`src/design/fsd_pkg.sv`:
```
// Shared types, constants and reset values of the frame spike and stall detector.
`timescale 1ns / 1ps

package fsd_pkg;

  localparam int unsigned FrameW = 24;
  localparam int unsigned StampW = 48;
  localparam int unsigned AvgW   = 40;
  localparam int unsigned RunW   = 16;
  localparam int unsigned MultW  = 8;
  localparam int unsigned CntW   = 8;
  localparam int unsigned CfgW   = 24;

  localparam logic [12:0] AlphaQ16 = 13'd6554;

  localparam logic [MultW-1:0]  SpikeMultRst = 8'd32;
  localparam logic [FrameW-1:0] SpikeMinRst  = 24'd2048;
  localparam logic [FrameW-1:0] SlowLimitRst = 24'd4267;
  localparam logic [CntW-1:0]   StallCntRst  = 8'd3;

  typedef enum logic [1:0] {
    EV_SPIKE       = 2'd0,
    EV_STALL_START = 2'd1,
    EV_STALL_END   = 2'd2
  } event_kind_e;

  typedef enum logic [1:0] {
    CFG_SPIKE_MULT = 2'd0,
    CFG_SPIKE_MIN  = 2'd1,
    CFG_SLOW_LIMIT = 2'd2,
    CFG_STALL_CNT  = 2'd3
  } cfg_idx_e;

  typedef struct packed {
    logic [MultW-1:0]  spike_mult;
    logic [FrameW-1:0] spike_min;
    logic [FrameW-1:0] slow_limit;
    logic [CntW-1:0]   stall_cnt;
  } cfg_t;

  typedef struct packed {
    event_kind_e       kind;
    logic [FrameW-1:0] frame_time;
    logic [StampW-1:0] stamp;
    logic [RunW-1:0]   run;
    logic              last;
  } event_t;

  typedef struct packed {
    logic       valid;
    logic [1:0] n;
    event_t     ev0;
    event_t     ev1;
  } evpush_t;

endpackage

```
`src/design/fsd_frame_if.sv`:
```
// Frame channel: one frame time and its timestamp per beat.
`timescale 1ns / 1ps

interface fsd_frame_if
  import fsd_pkg::*;
();
  logic              valid;
  logic              ready;
  logic [FrameW-1:0] frame_time;
  logic [StampW-1:0] time_stamp;

  modport source (output valid, frame_time, time_stamp, input ready);
  modport sink   (input valid, frame_time, time_stamp, output ready);
endinterface

```
`src/design/fsd_event_if.sv`:
```
// Event channel: one spike or stall event per beat.
`timescale 1ns / 1ps

interface fsd_event_if
  import fsd_pkg::*;
();
  logic              valid;
  logic              ready;
  logic [1:0]        event_kind;
  logic [FrameW-1:0] event_frame_time;
  logic [StampW-1:0] event_stamp;
  logic [RunW-1:0]   slow_run_length;
  logic              last_event;

  modport source (output valid, event_kind, event_frame_time, event_stamp,
                  slow_run_length, last_event, input ready);
  modport sink   (input valid, event_kind, event_frame_time, event_stamp,
                  slow_run_length, last_event, output ready);
endinterface

```
`src/design/fsd_track.sv`:
```
// Input register, running average, slow run tracking and event generation.
`timescale 1ns / 1ps

module fsd_track
  import fsd_pkg::*;
(
  input  logic        clk_i,
  input  logic        rst_ni,
  fsd_frame_if.sink   frame_i,
  input  cfg_t        cfg_i,
  input  logic [1:0]  space_i,
  output evpush_t     push_o
);

  logic              s1_valid_q;
  logic [FrameW-1:0] s1_ft_q;
  logic [StampW-1:0] s1_ts_q;
  logic [AvgW-1:0]   avg_q, avg_d;
  logic [RunW-1:0]   run_q, run_d;
  logic              stalled_q, stalled_d;

  logic [47:0] thresh;
  logic [52:0] prod_a;
  logic [36:0] prod_f;
  logic [56:0] sum;
  logic [RunW-1:0] run_inc;
  logic spike, slow, start, stop, stall_ev;
  logic [1:0] n;
  logic s1_fire;
  event_t ev_spike, ev_stall;

  assign s1_fire       = s1_valid_q && (n <= space_i);
  assign frame_i.ready = !s1_valid_q || s1_fire;

  always_ff @(posedge clk_i or negedge rst_ni) begin
    if (!rst_ni) begin
      s1_valid_q <= 1'b0;
    end else if (frame_i.ready) begin
      s1_valid_q <= frame_i.valid;
    end
  end

  always_ff @(posedge clk_i) begin
    if (frame_i.valid && frame_i.ready) begin
      s1_ft_q <= frame_i.frame_time;
      s1_ts_q <= frame_i.time_stamp;
    end
  end

  assign thresh = 48'(avg_q) * 48'(cfg_i.spike_mult);
  assign spike  = ({4'b0, s1_ft_q, 20'b0} > thresh) && (s1_ft_q > cfg_i.spike_min);

  assign prod_a = 53'(avg_q) * 53'(AlphaQ16);
  assign prod_f = 37'(s1_ft_q) * 37'(AlphaQ16);
  assign sum    = {1'b0, avg_q, 16'b0} + {4'b0, prod_f, 16'b0} - {4'b0, prod_a};
  assign avg_d  = sum[55:16];

  assign slow     = s1_ft_q > cfg_i.slow_limit;
  assign run_inc  = (run_q == {RunW{1'b1}}) ? run_q : run_q + 16'd1;
  assign start    = slow && (run_inc == {8'b0, cfg_i.stall_cnt}) && !stalled_q;
  assign stop     = !slow && stalled_q;
  assign stall_ev = start || stop;
  assign run_d    = slow ? run_inc : '0;

  always_comb begin
    stalled_d = stalled_q;
    if (start) begin
      stalled_d = 1'b1;
    end else if (stop) begin
      stalled_d = 1'b0;
    end
  end

  always_comb begin
    ev_spike.kind       = EV_SPIKE;
    ev_spike.frame_time = s1_ft_q;
    ev_spike.stamp      = s1_ts_q;
    ev_spike.run        = '0;
    ev_spike.last       = !stall_ev;
    ev_stall.kind       = start ? EV_STALL_START : EV_STALL_END;
    ev_stall.frame_time = s1_ft_q;
    ev_stall.stamp      = s1_ts_q;
    ev_stall.run        = start ? run_inc : run_q;
    ev_stall.last       = 1'b1;
  end

  assign n = {1'b0, spike} + {1'b0, stall_ev};

  always_comb begin
    push_o.valid = s1_fire;
    push_o.n     = n;
    push_o.ev0   = spike ? ev_spike : ev_stall;
    push_o.ev1   = ev_stall;
  end

  always_ff @(posedge clk_i or negedge rst_ni) begin
    if (!rst_ni) begin
      avg_q     <= '0;
      run_q     <= '0;
      stalled_q <= 1'b0;
    end else if (s1_fire) begin
      avg_q     <= avg_d;
      run_q     <= run_d;
      stalled_q <= stalled_d;
    end
  end

  a_stall_open_run : assert property (@(posedge clk_i) disable iff (!rst_ni)
    stalled_q |-> run_q != '0)
    else $error("stall open with empty slow run");

  a_stall_start_count : assert property (@(posedge clk_i) disable iff (!rst_ni)
    $rose(stalled_q) |-> run_q == {8'b0, $past(cfg_i.stall_cnt)})
    else $error("stall opened at wrong run length");

endmodule

```
`src/design/fsd_evbuf.sv`:
```
// Two-entry event result register feeding the event channel.
`timescale 1ns / 1ps

module fsd_evbuf
  import fsd_pkg::*;
(
  input  logic        clk_i,
  input  logic        rst_ni,
  input  evpush_t     push_i,
  output logic [1:0]  space_o,
  fsd_event_if.source event_o
);

  event_t     slot_q [2];
  event_t     slot_d [2];
  logic [1:0] cnt_q, cnt_d;
  logic [1:0] rem;
  logic       pop;

  assign pop     = (cnt_q != 2'd0) && event_o.ready;
  assign rem     = cnt_q - {1'b0, pop};
  assign space_o = 2'd2 - rem;

  always_comb begin
    slot_d = slot_q;
    if (pop) begin
      slot_d[0] = slot_q[1];
    end
    if (push_i.valid) begin
      if (push_i.n != 2'd0) begin
        slot_d[rem[0]] = push_i.ev0;
      end
      if (push_i.n == 2'd2) begin
        slot_d[1] = push_i.ev1;
      end
    end
    cnt_d = rem + (push_i.valid ? push_i.n : 2'd0);
  end

  always_ff @(posedge clk_i or negedge rst_ni) begin
    if (!rst_ni) begin
      cnt_q <= '0;
    end else begin
      cnt_q <= cnt_d;
    end
  end

  always_ff @(posedge clk_i) begin
    slot_q <= slot_d;
  end

  assign event_o.valid            = cnt_q != 2'd0;
  assign event_o.event_kind       = slot_q[0].kind;
  assign event_o.event_frame_time = slot_q[0].frame_time;
  assign event_o.event_stamp      = slot_q[0].stamp;
  assign event_o.slow_run_length  = slot_q[0].run;
  assign event_o.last_event       = slot_q[0].last;

  a_cnt_bound : assert property (@(posedge clk_i) disable iff (!rst_ni)
    cnt_q != 2'd3)
    else $error("event buffer overfilled");

  a_tail_last : assert property (@(posedge clk_i) disable iff (!rst_ni)
    cnt_q == 2'd2 |-> slot_q[1].last)
    else $error("tail event not closing its frame");

  a_head_follow : assert property (@(posedge clk_i) disable iff (!rst_ni)
    (cnt_q != 2'd0) && !slot_q[0].last |-> cnt_q == 2'd2)
    else $error("first event of a pair without its partner");

endmodule

```
`src/design/frame_spike_stall_detector.sv`:
```
// Frame spike and stall detector top level: configuration registers and wiring.
// Takes one frame per clock cycle unless the input register is held. Each frame
// is held in the input register, where the spike test, the moving-average
// update and the slow run count are resolved and committed together, so a frame
// leaves the input register in the cycle after it arrives when the two-entry
// event buffer has room for all of its events. A frame raises zero, one or two
// events; the event channel drains one beat per cycle while ready is high, and
// a stalled output holds the input register.
`timescale 1ns / 1ps

module frame_spike_stall_detector
  import fsd_pkg::*;
(
  input  logic            clk_i,
  input  logic            rst_ni,
  input  logic            cfg_we_i,
  input  logic [1:0]      cfg_idx_i,
  input  logic [CfgW-1:0] cfg_data_i,
  fsd_frame_if.sink       frame_i,
  fsd_event_if.source     event_o
);

  cfg_t       cfg_q;
  evpush_t    push;
  logic [1:0] space;

  always_ff @(posedge clk_i or negedge rst_ni) begin
    if (!rst_ni) begin
      cfg_q.spike_mult <= SpikeMultRst;
      cfg_q.spike_min  <= SpikeMinRst;
      cfg_q.slow_limit <= SlowLimitRst;
      cfg_q.stall_cnt  <= StallCntRst;
    end else if (cfg_we_i) begin
      unique case (cfg_idx_e'(cfg_idx_i))
        CFG_SPIKE_MULT: cfg_q.spike_mult <= cfg_data_i[MultW-1:0];
        CFG_SPIKE_MIN:  cfg_q.spike_min  <= cfg_data_i;
        CFG_SLOW_LIMIT: cfg_q.slow_limit <= cfg_data_i;
        CFG_STALL_CNT:  cfg_q.stall_cnt  <= cfg_data_i[CntW-1:0];
      endcase
    end
  end

  fsd_track u_track (
    .clk_i   (clk_i),
    .rst_ni  (rst_ni),
    .frame_i (frame_i),
    .cfg_i   (cfg_q),
    .space_i (space),
    .push_o  (push)
  );

  fsd_evbuf u_evbuf (
    .clk_i   (clk_i),
    .rst_ni  (rst_ni),
    .push_i  (push),
    .space_o (space),
    .event_o (event_o)
  );

endmodule
```
`src/flat_wrapper.sv`:
```
// flat-port wrapper written by rule: the top's interface ports become plain ports
module frame_spike_stall_detector_flat import fsd_pkg::*;
  (clk_i, rst_ni, cfg_we_i, cfg_idx_i, cfg_data_i, frame_i_valid, frame_i_frame_time, frame_i_time_stamp, frame_i_ready, event_o_valid, event_o_event_kind, event_o_event_frame_time, event_o_event_stamp, event_o_slow_run_length, event_o_last_event, event_o_ready);
  fsd_frame_if frame_i_i ();
  fsd_event_if event_o_i ();
  input  logic clk_i;
  input  logic rst_ni;
  input  logic cfg_we_i;
  input  logic [1:0] cfg_idx_i;
  input  logic [CfgW-1:0] cfg_data_i;
  input wire logic [$bits(frame_i_i.valid)-1:0] frame_i_valid;
  input wire logic [$bits(frame_i_i.frame_time)-1:0] frame_i_frame_time;
  input wire logic [$bits(frame_i_i.time_stamp)-1:0] frame_i_time_stamp;
  output wire logic [$bits(frame_i_i.ready)-1:0] frame_i_ready;
  output wire logic [$bits(event_o_i.valid)-1:0] event_o_valid;
  output wire logic [$bits(event_o_i.event_kind)-1:0] event_o_event_kind;
  output wire logic [$bits(event_o_i.event_frame_time)-1:0] event_o_event_frame_time;
  output wire logic [$bits(event_o_i.event_stamp)-1:0] event_o_event_stamp;
  output wire logic [$bits(event_o_i.slow_run_length)-1:0] event_o_slow_run_length;
  output wire logic [$bits(event_o_i.last_event)-1:0] event_o_last_event;
  input wire logic [$bits(event_o_i.ready)-1:0] event_o_ready;
  assign frame_i_i.valid = frame_i_valid;
  assign frame_i_i.frame_time = frame_i_frame_time;
  assign frame_i_i.time_stamp = frame_i_time_stamp;
  assign frame_i_ready = frame_i_i.ready;
  assign event_o_valid = event_o_i.valid;
  assign event_o_event_kind = event_o_i.event_kind;
  assign event_o_event_frame_time = event_o_i.event_frame_time;
  assign event_o_event_stamp = event_o_i.event_stamp;
  assign event_o_slow_run_length = event_o_i.slow_run_length;
  assign event_o_last_event = event_o_i.last_event;
  assign event_o_i.ready = event_o_ready;
  frame_spike_stall_detector u_core (.clk_i(clk_i), .rst_ni(rst_ni), .cfg_we_i(cfg_we_i), .cfg_idx_i(cfg_idx_i), .cfg_data_i(cfg_data_i), .frame_i(frame_i_i), .event_o(event_o_i));
endmodule
```
`config.mk`:
```
export PLATFORM = sky130hd
export DESIGN_NAME = frame_spike_stall_detector_flat
export DESIGN_NICKNAME = d
export VERILOG_FILES = /design/src/design/fsd_pkg.sv /design/src/design/fsd_frame_if.sv /design/src/design/fsd_event_if.sv /design/src/design/fsd_track.sv /design/src/design/fsd_evbuf.sv /design/src/design/frame_spike_stall_detector.sv /design/src/flat_wrapper.sv
export SDC_FILE = /design/constraint.sdc
export NUM_CORES = 2
export LEC_CHECK = 0
export BUFFER_PORTS_ARGS = -buffer_cell sky130_fd_sc_hd__buf_2
export CAP_MARGIN = 20
export CORE_MARGIN = 5
export CORE_UTILIZATION = 40
export CTS_CLUSTER_SIZE = 12
export DETAILED_ROUTE_END_ITERATION = 6
export GPL_TIMING_DRIVEN = 0
export MAX_ROUTING_LAYER = met4
export SYNTH_ARGS = -nofsm -noshare
export SYNTH_HDL_FRONTEND = slang
export SYNTH_SLANG_ARGS = --single-unit
```
`constraint.sdc`:
```
create_clock -name clk_i -period 16.5 [get_ports clk_i]
set_input_delay 1.65 -clock clk_i [delete_from_list [all_inputs] [get_ports clk_i]]
set_output_delay 1.65 -clock clk_i [all_outputs]
set_load 0.01 [all_outputs]
```
After elaboration in Yosys (flattened, before gate mapping)
Index checks and enable logic that the tools add are counted.

operators by class
  add/subtract/negate cells = 7
  multipliers = 3
  $lt $le $gt $ge = 6
  eq/ne operators = 6
  muxes and demuxes = 15
  bitwise logic cells = 1
  reductions and logical operators = 25

operators with widths
  operator                                              count
  two-way mux 182 bit                                   2
  two-way mux 91 bit                                    4
  bitwise mux 182 bit                                   1
  demux 91 bit (select 1 bit)                           1
  adder 56 x 53 -> 56 bit                               1
  subtractor 56 x 53 -> 56 bit                          1
  multiplier 40 x 12 -> 52 bit (second input constant)  1
  > comparator 24 bit                                   2
  > comparator 44 x 48 -> 1 bit                         1
  multiplier 40 x 8 -> 48 bit                           1
  two-way mux 16 bit                                    3
  multiplier 24 x 12 -> 36 bit (second input constant)  1
  adder 16 x 1 -> 16 bit (second input constant)        1
  == test 16 bit (second input constant)                1
  == test 16 x 8 -> 1 bit                               1
  AND reduction 2 bit                                   6
  logical AND 1 bit                                     8
  nonzero test 2 bit                                    4
  == test 2 bit (second input constant)                 3
  zero test 1 bit                                       4
  two-way mux 2 bit                                     2
  adder 1 x 1 -> 2 bit                                  1
  adder 2 bit                                           1
  == test 2 x 1 -> 1 bit (second input constant)        1
  9 further kinds                                       11

storage, ports and cells
  bits in registers = 378
  output and inout bits = 93

Longest topological paths before layout
  word-level depth = 12
  gate-level depth with buffers = 47

Modules after synthesis
A second synthesis with hierarchy kept.

second synthesis, totals
  cell total of the unflattened synthesis = 4860
  area total of the unflattened synthesis = 46547.1 µm²

modules (own cells, without submodules)
  module                      instances  cells each  area an instance (µm²)  seq. area each (µm²)
  fsd_track                   1          3708        34893.5                 3613.5
  fsd_evbuf                   1          1016        9235.1                  4604.4
  frame_spike_stall_detector  1          136         2418.6                  1614.0

Worst setup path after synthesis
Ideal clock, no wire load.

  kind = register to register
  start point = register u_core.cfg_q[61] (netlist name)
  end point = register u_core.u_evbuf.slot_q (netlist bit u_core.u_evbuf.event_o.slow_run_length[6])
  data arrival time = 13.240 ns
  required time = 16.366 ns
  path slack = 3.125 ns
  stages on the path, launching flop included = 45
  period minus slack after synthesis = 13.375 ns
  path through = dfstp_2 clkbuf_1 nand2_1 fa_1 fa_1 inv_1 fa_1 inv_1 fa_1 inv_1 ha_1 a21o_1 nor2_1 a21oi_1 o21ai_1 a2111o_1 a31oi_1 o21ai_0 (+9 left out) o21a_1 o21ai_0 a21oi_1 a211oi_1 o31ai_1 a31oi_1 nand4_1 nor2_1 ha_1 ha_1 nor2b_1 o21ai_0 nand2_1 nor2_1 nand2_1 nor3_2 clkbuf_1 a211oi_1

RTL lines
  what                  RTL line                          text
  from (decl)           frame_spike_stall_detector.sv:23  cfg_t cfg_q;
  to (signal assigned)  fsd_evbuf.sv:49                   slot_q <= slot_d;
  to (decl)             fsd_evbuf.sv:14                   event_t slot_q [2];

==> run metrics <==
ys flop type edfxtp_1; Final setup viols 0; gr usage total 21.1%; ranking of synthesized cells by area fa_1 (25%), ha_1 (15%), edfxtp_1 (11%); Post-DRT Antenna Nets 0; Compound-Gate Fraction of Synth Area 11.4%; mux share of post-synthesis cell area 3.65%; Row Count 122; hold-fix buffer count after cts 0; simple-gate area share of the yosys netlist 12.1%; Slew @ Worst Pin 1.24 ns; slowest stage cell on the critical path a211oi_1; Post-Synth Adder-Cell Area 39.4%; total nets after synthesis 5678; P&R area growth vs syn 9.84%; CTS tree built; number of global-route vias before repair 33700; Critical Path Start Type register; MaxCap Viol Count 0; max_slew headroom 16.9%; grt ovf 0; Synth area leader fa_1; main combinational cell family by area after synthesis adder cells; Max Clock Freq 0.0648 GHz; max-slew violation count 0; Initial Util 40.1%; starting DRC count in detailed routing 2357; # DRC 0; Final Skew 0.0259 ns; Hold Path Cell Cnt 2; average cell area after synthesis 9.81 µm²; core area 0.110 mm²; Mapped Cells 4509; DRT Wirelength 119000 µm; Register-to-Register Path Depth 41; PostCTS Resize Cnt 0; clk buf depth 3; Hold Crit Class reg -> reg; Ports 196; clk_lat worst skew 0.59 ns; CP peak stage delay 1.05 ns; critical path type reg -> reg; Wirelength per Cell 19.0 µm; H-tree Lvls 2; share of the synthesized area in the top cell type 24.6%; Post-CTS Setup Bufs 0; Root Driver clkbuf_16; layout cells sized above 1 9.54%; Critical Path RT 16.98 ns; clock buffer count from CTS 42; vias per cell 5.18; RSZ-0062 raised after global routing no; clock tree sinks 378; Layout Nets 5925; DR pass1 iterations 6; number of synthesized flops with an enable pin 163; Seq cells post-synth 378; first-pass GRT wire length 190000 µm; Synth warnings 0; final worst slack 1.06 ns; run status finished clean; antenna violations before repair 13; Die Height 342 µm; Synth cell types 82; cell area after synthesis 0.0442 mm²; asr flop ratio synth 32.8%; post-DP HPWL 96000 µm; CTS clk-pin slew, worst paths 0.06 ns; Worst setup EP type register; most frequent cell after synthesis inv_1; area share of xor/xnor cells in the synthesized design 3.19%; Hold Fails Final Rpt 0; largest net degree at the start of global routing 85; final worst-path cycle share 93.6%; Seq/Total Area, Yosys 22.2%; die extent in x 342 µm; top cells by count, synth inv_1 (609), fa_1 (544), ha_1 (522); number of fill cells in the layout 10900; vias post-DR 32600; WP data arrival 15.92 ns; final period demand of the worst path 15.44 ns; IO buf count 195; Util after Layout 44.1%; dpl ws 1.69 ns; Die Area 0.117 mm²; crit path max fanout 11; global placer's final weighted congestion 0.890
[placed cells by master (no fill, tap or decap), types with 9 or more instances in the layout]
| cell | Yosys | layout |
|---|---|---|
| edfxtp_1 | 163 | 163 |
| mux2_2 | 66 | 66 |
| diode_2 | 0 | 13 |
| a21oi_1 | 248 | 248 |
| buf_4 | 90 | 90 |
| a31oi_1 | 28 | 28 |
| clkbuf_16 | 0 | 43 |
| o211ai_1 | 12 | 12 |
| a211oi_1 | 39 | 39 |
| xor2_1 | 79 | 79 |
| nor2_1 | 114 | 113 |
| and2_1 | 259 | 258 |
| dfstp_2 | 10 | 10 |
| o21bai_1 | 26 | 26 |
| ha_1 | 522 | 522 |
| dfrtp_1 | 114 | 114 |
| mux2i_1 | 87 | 87 |
| or3_1 | 11 | 11 |
| xnor2_1 | 82 | 82 |
| o21a_1 | 17 | 17 |
| nand2_1 | 468 | 468 |
| nor2b_1 | 24 | 24 |
| buf_2 | 3 | 198 |
| dfxtp_1 | 91 | 91 |
| and3_1 | 25 | 25 |
| clkbuf_1 | 132 | 154 |
| nand3_1 | 42 | 42 |
| a21o_1 | 128 | 128 |
| nand2b_1 | 25 | 25 |
| fa_1 | 544 | 544 |
| nor3_1 | 29 | 29 |
| buf_1 | 9 | 9 |
| o21ai_0 | 232 | 232 |
| inv_1 | 609 | 609 |
| nand4_1 | 39 | 39 |
| o31ai_1 | 11 | 11 |
[cell families after synthesis]
kind of cell | after synthesis
DFF | 378
AOI/OAI and AO/OA | 817
buffers and inverters | 845
muxes | 153
and+or+nand+nor | 1089
adders and majority gates | 1066
xor gates and xnor gates | 161
[worst paths after layout]
path	startpoint	end	slack [ns]
min in group asynchronous	rst_ni	u_core.u_track.avg_q[1]	0.99
setup / recovery	u_core.cfg_q[61]	u_core.u_evbuf.event_o.event_frame_time[12]	1.06
setup reg to reg	u_core.cfg_q[61]	u_core.u_evbuf.event_o.event_frame_time[12]	1.06
max in group asynchronous	rst_ni	u_core.cfg_q[20]	14.66
hold / removal	u_core.u_track.s1_ts_q[47]	u_core.u_evbuf.event_o.event_stamp[47]	0.47
hold reg to reg	u_core.u_track.s1_ts_q[47]	u_core.u_evbuf.event_o.event_stamp[47]	0.47
[critical path: cells and delay by family (launching register included)]
| family | cells | cell delay [ns] |
|---|---|---|
| AO/OA/AOI/OAI | 14 | 4.31 |
| XOR/XNOR | 1 | 0.16 |
| flip-flops | 1 | 0.59 |
| buffers and inverters | 7 | 2.63 |
| AND/OR/NAND/NOR | 11 | 4.27 |
| adder cells (fa/ha/maj) | 8 | 3.32 |
[per-layer routing]
metal  track usage (%)  vias up  share of wire [%]
met4              6.25        0                3.4
met5                 -        -                  0
met3              3.34      163                5.6
li1                  -    15500                  -
met1              28.7    16100                 45
met2              32.9      829                 46
[final cells by class]
cell class	instances	area (µm²)	area share [%]
clock inverters	12	141	0.291
diodes	13	32.5	0.0670
inverters	610	2290	4.71
well taps	1488	1860	3.83
flip-flops and latches	378	9830	20.2
plain buffers	235	1220	2.52
clock buffers	66	1170	2.41
repair buffers	203	1130	2.32
multi-input cells	3286	30900	63.6
[stage by stage]
step	TNS, ns	area, µm²	hold WS (ns)	std cells
global placement	-279.89	47100	0.457	6192
global route	0	48600	0.510	6289
finish	0	48600	0.474	6291
CTS	0	48500	0.470	6278
detailed placement	0	47200	0.457	6200
floorplan	0	44200	0.443	4509
[sequential cells by signal (all words and copies together) (netlist names), 16 cells and up]
register	count
u_core.u_evbuf.slot_q	91
u_core.cfg_q	64
u_core.u_evbuf.event_o.event_stamp	48
u_core.u_track.s1_ts_q	48
u_core.u_track.avg_q	40
u_core.u_evbuf.event_o.event_frame_time	24
u_core.u_track.s1_ft_q	24
u_core.u_evbuf.event_o.slow_run_length	16
u_core.u_track.run_q	16
Power is left out: the tool's default activity adds up to more than one toggle a clock period on the data nets, which glitch-free logic cannot reach.
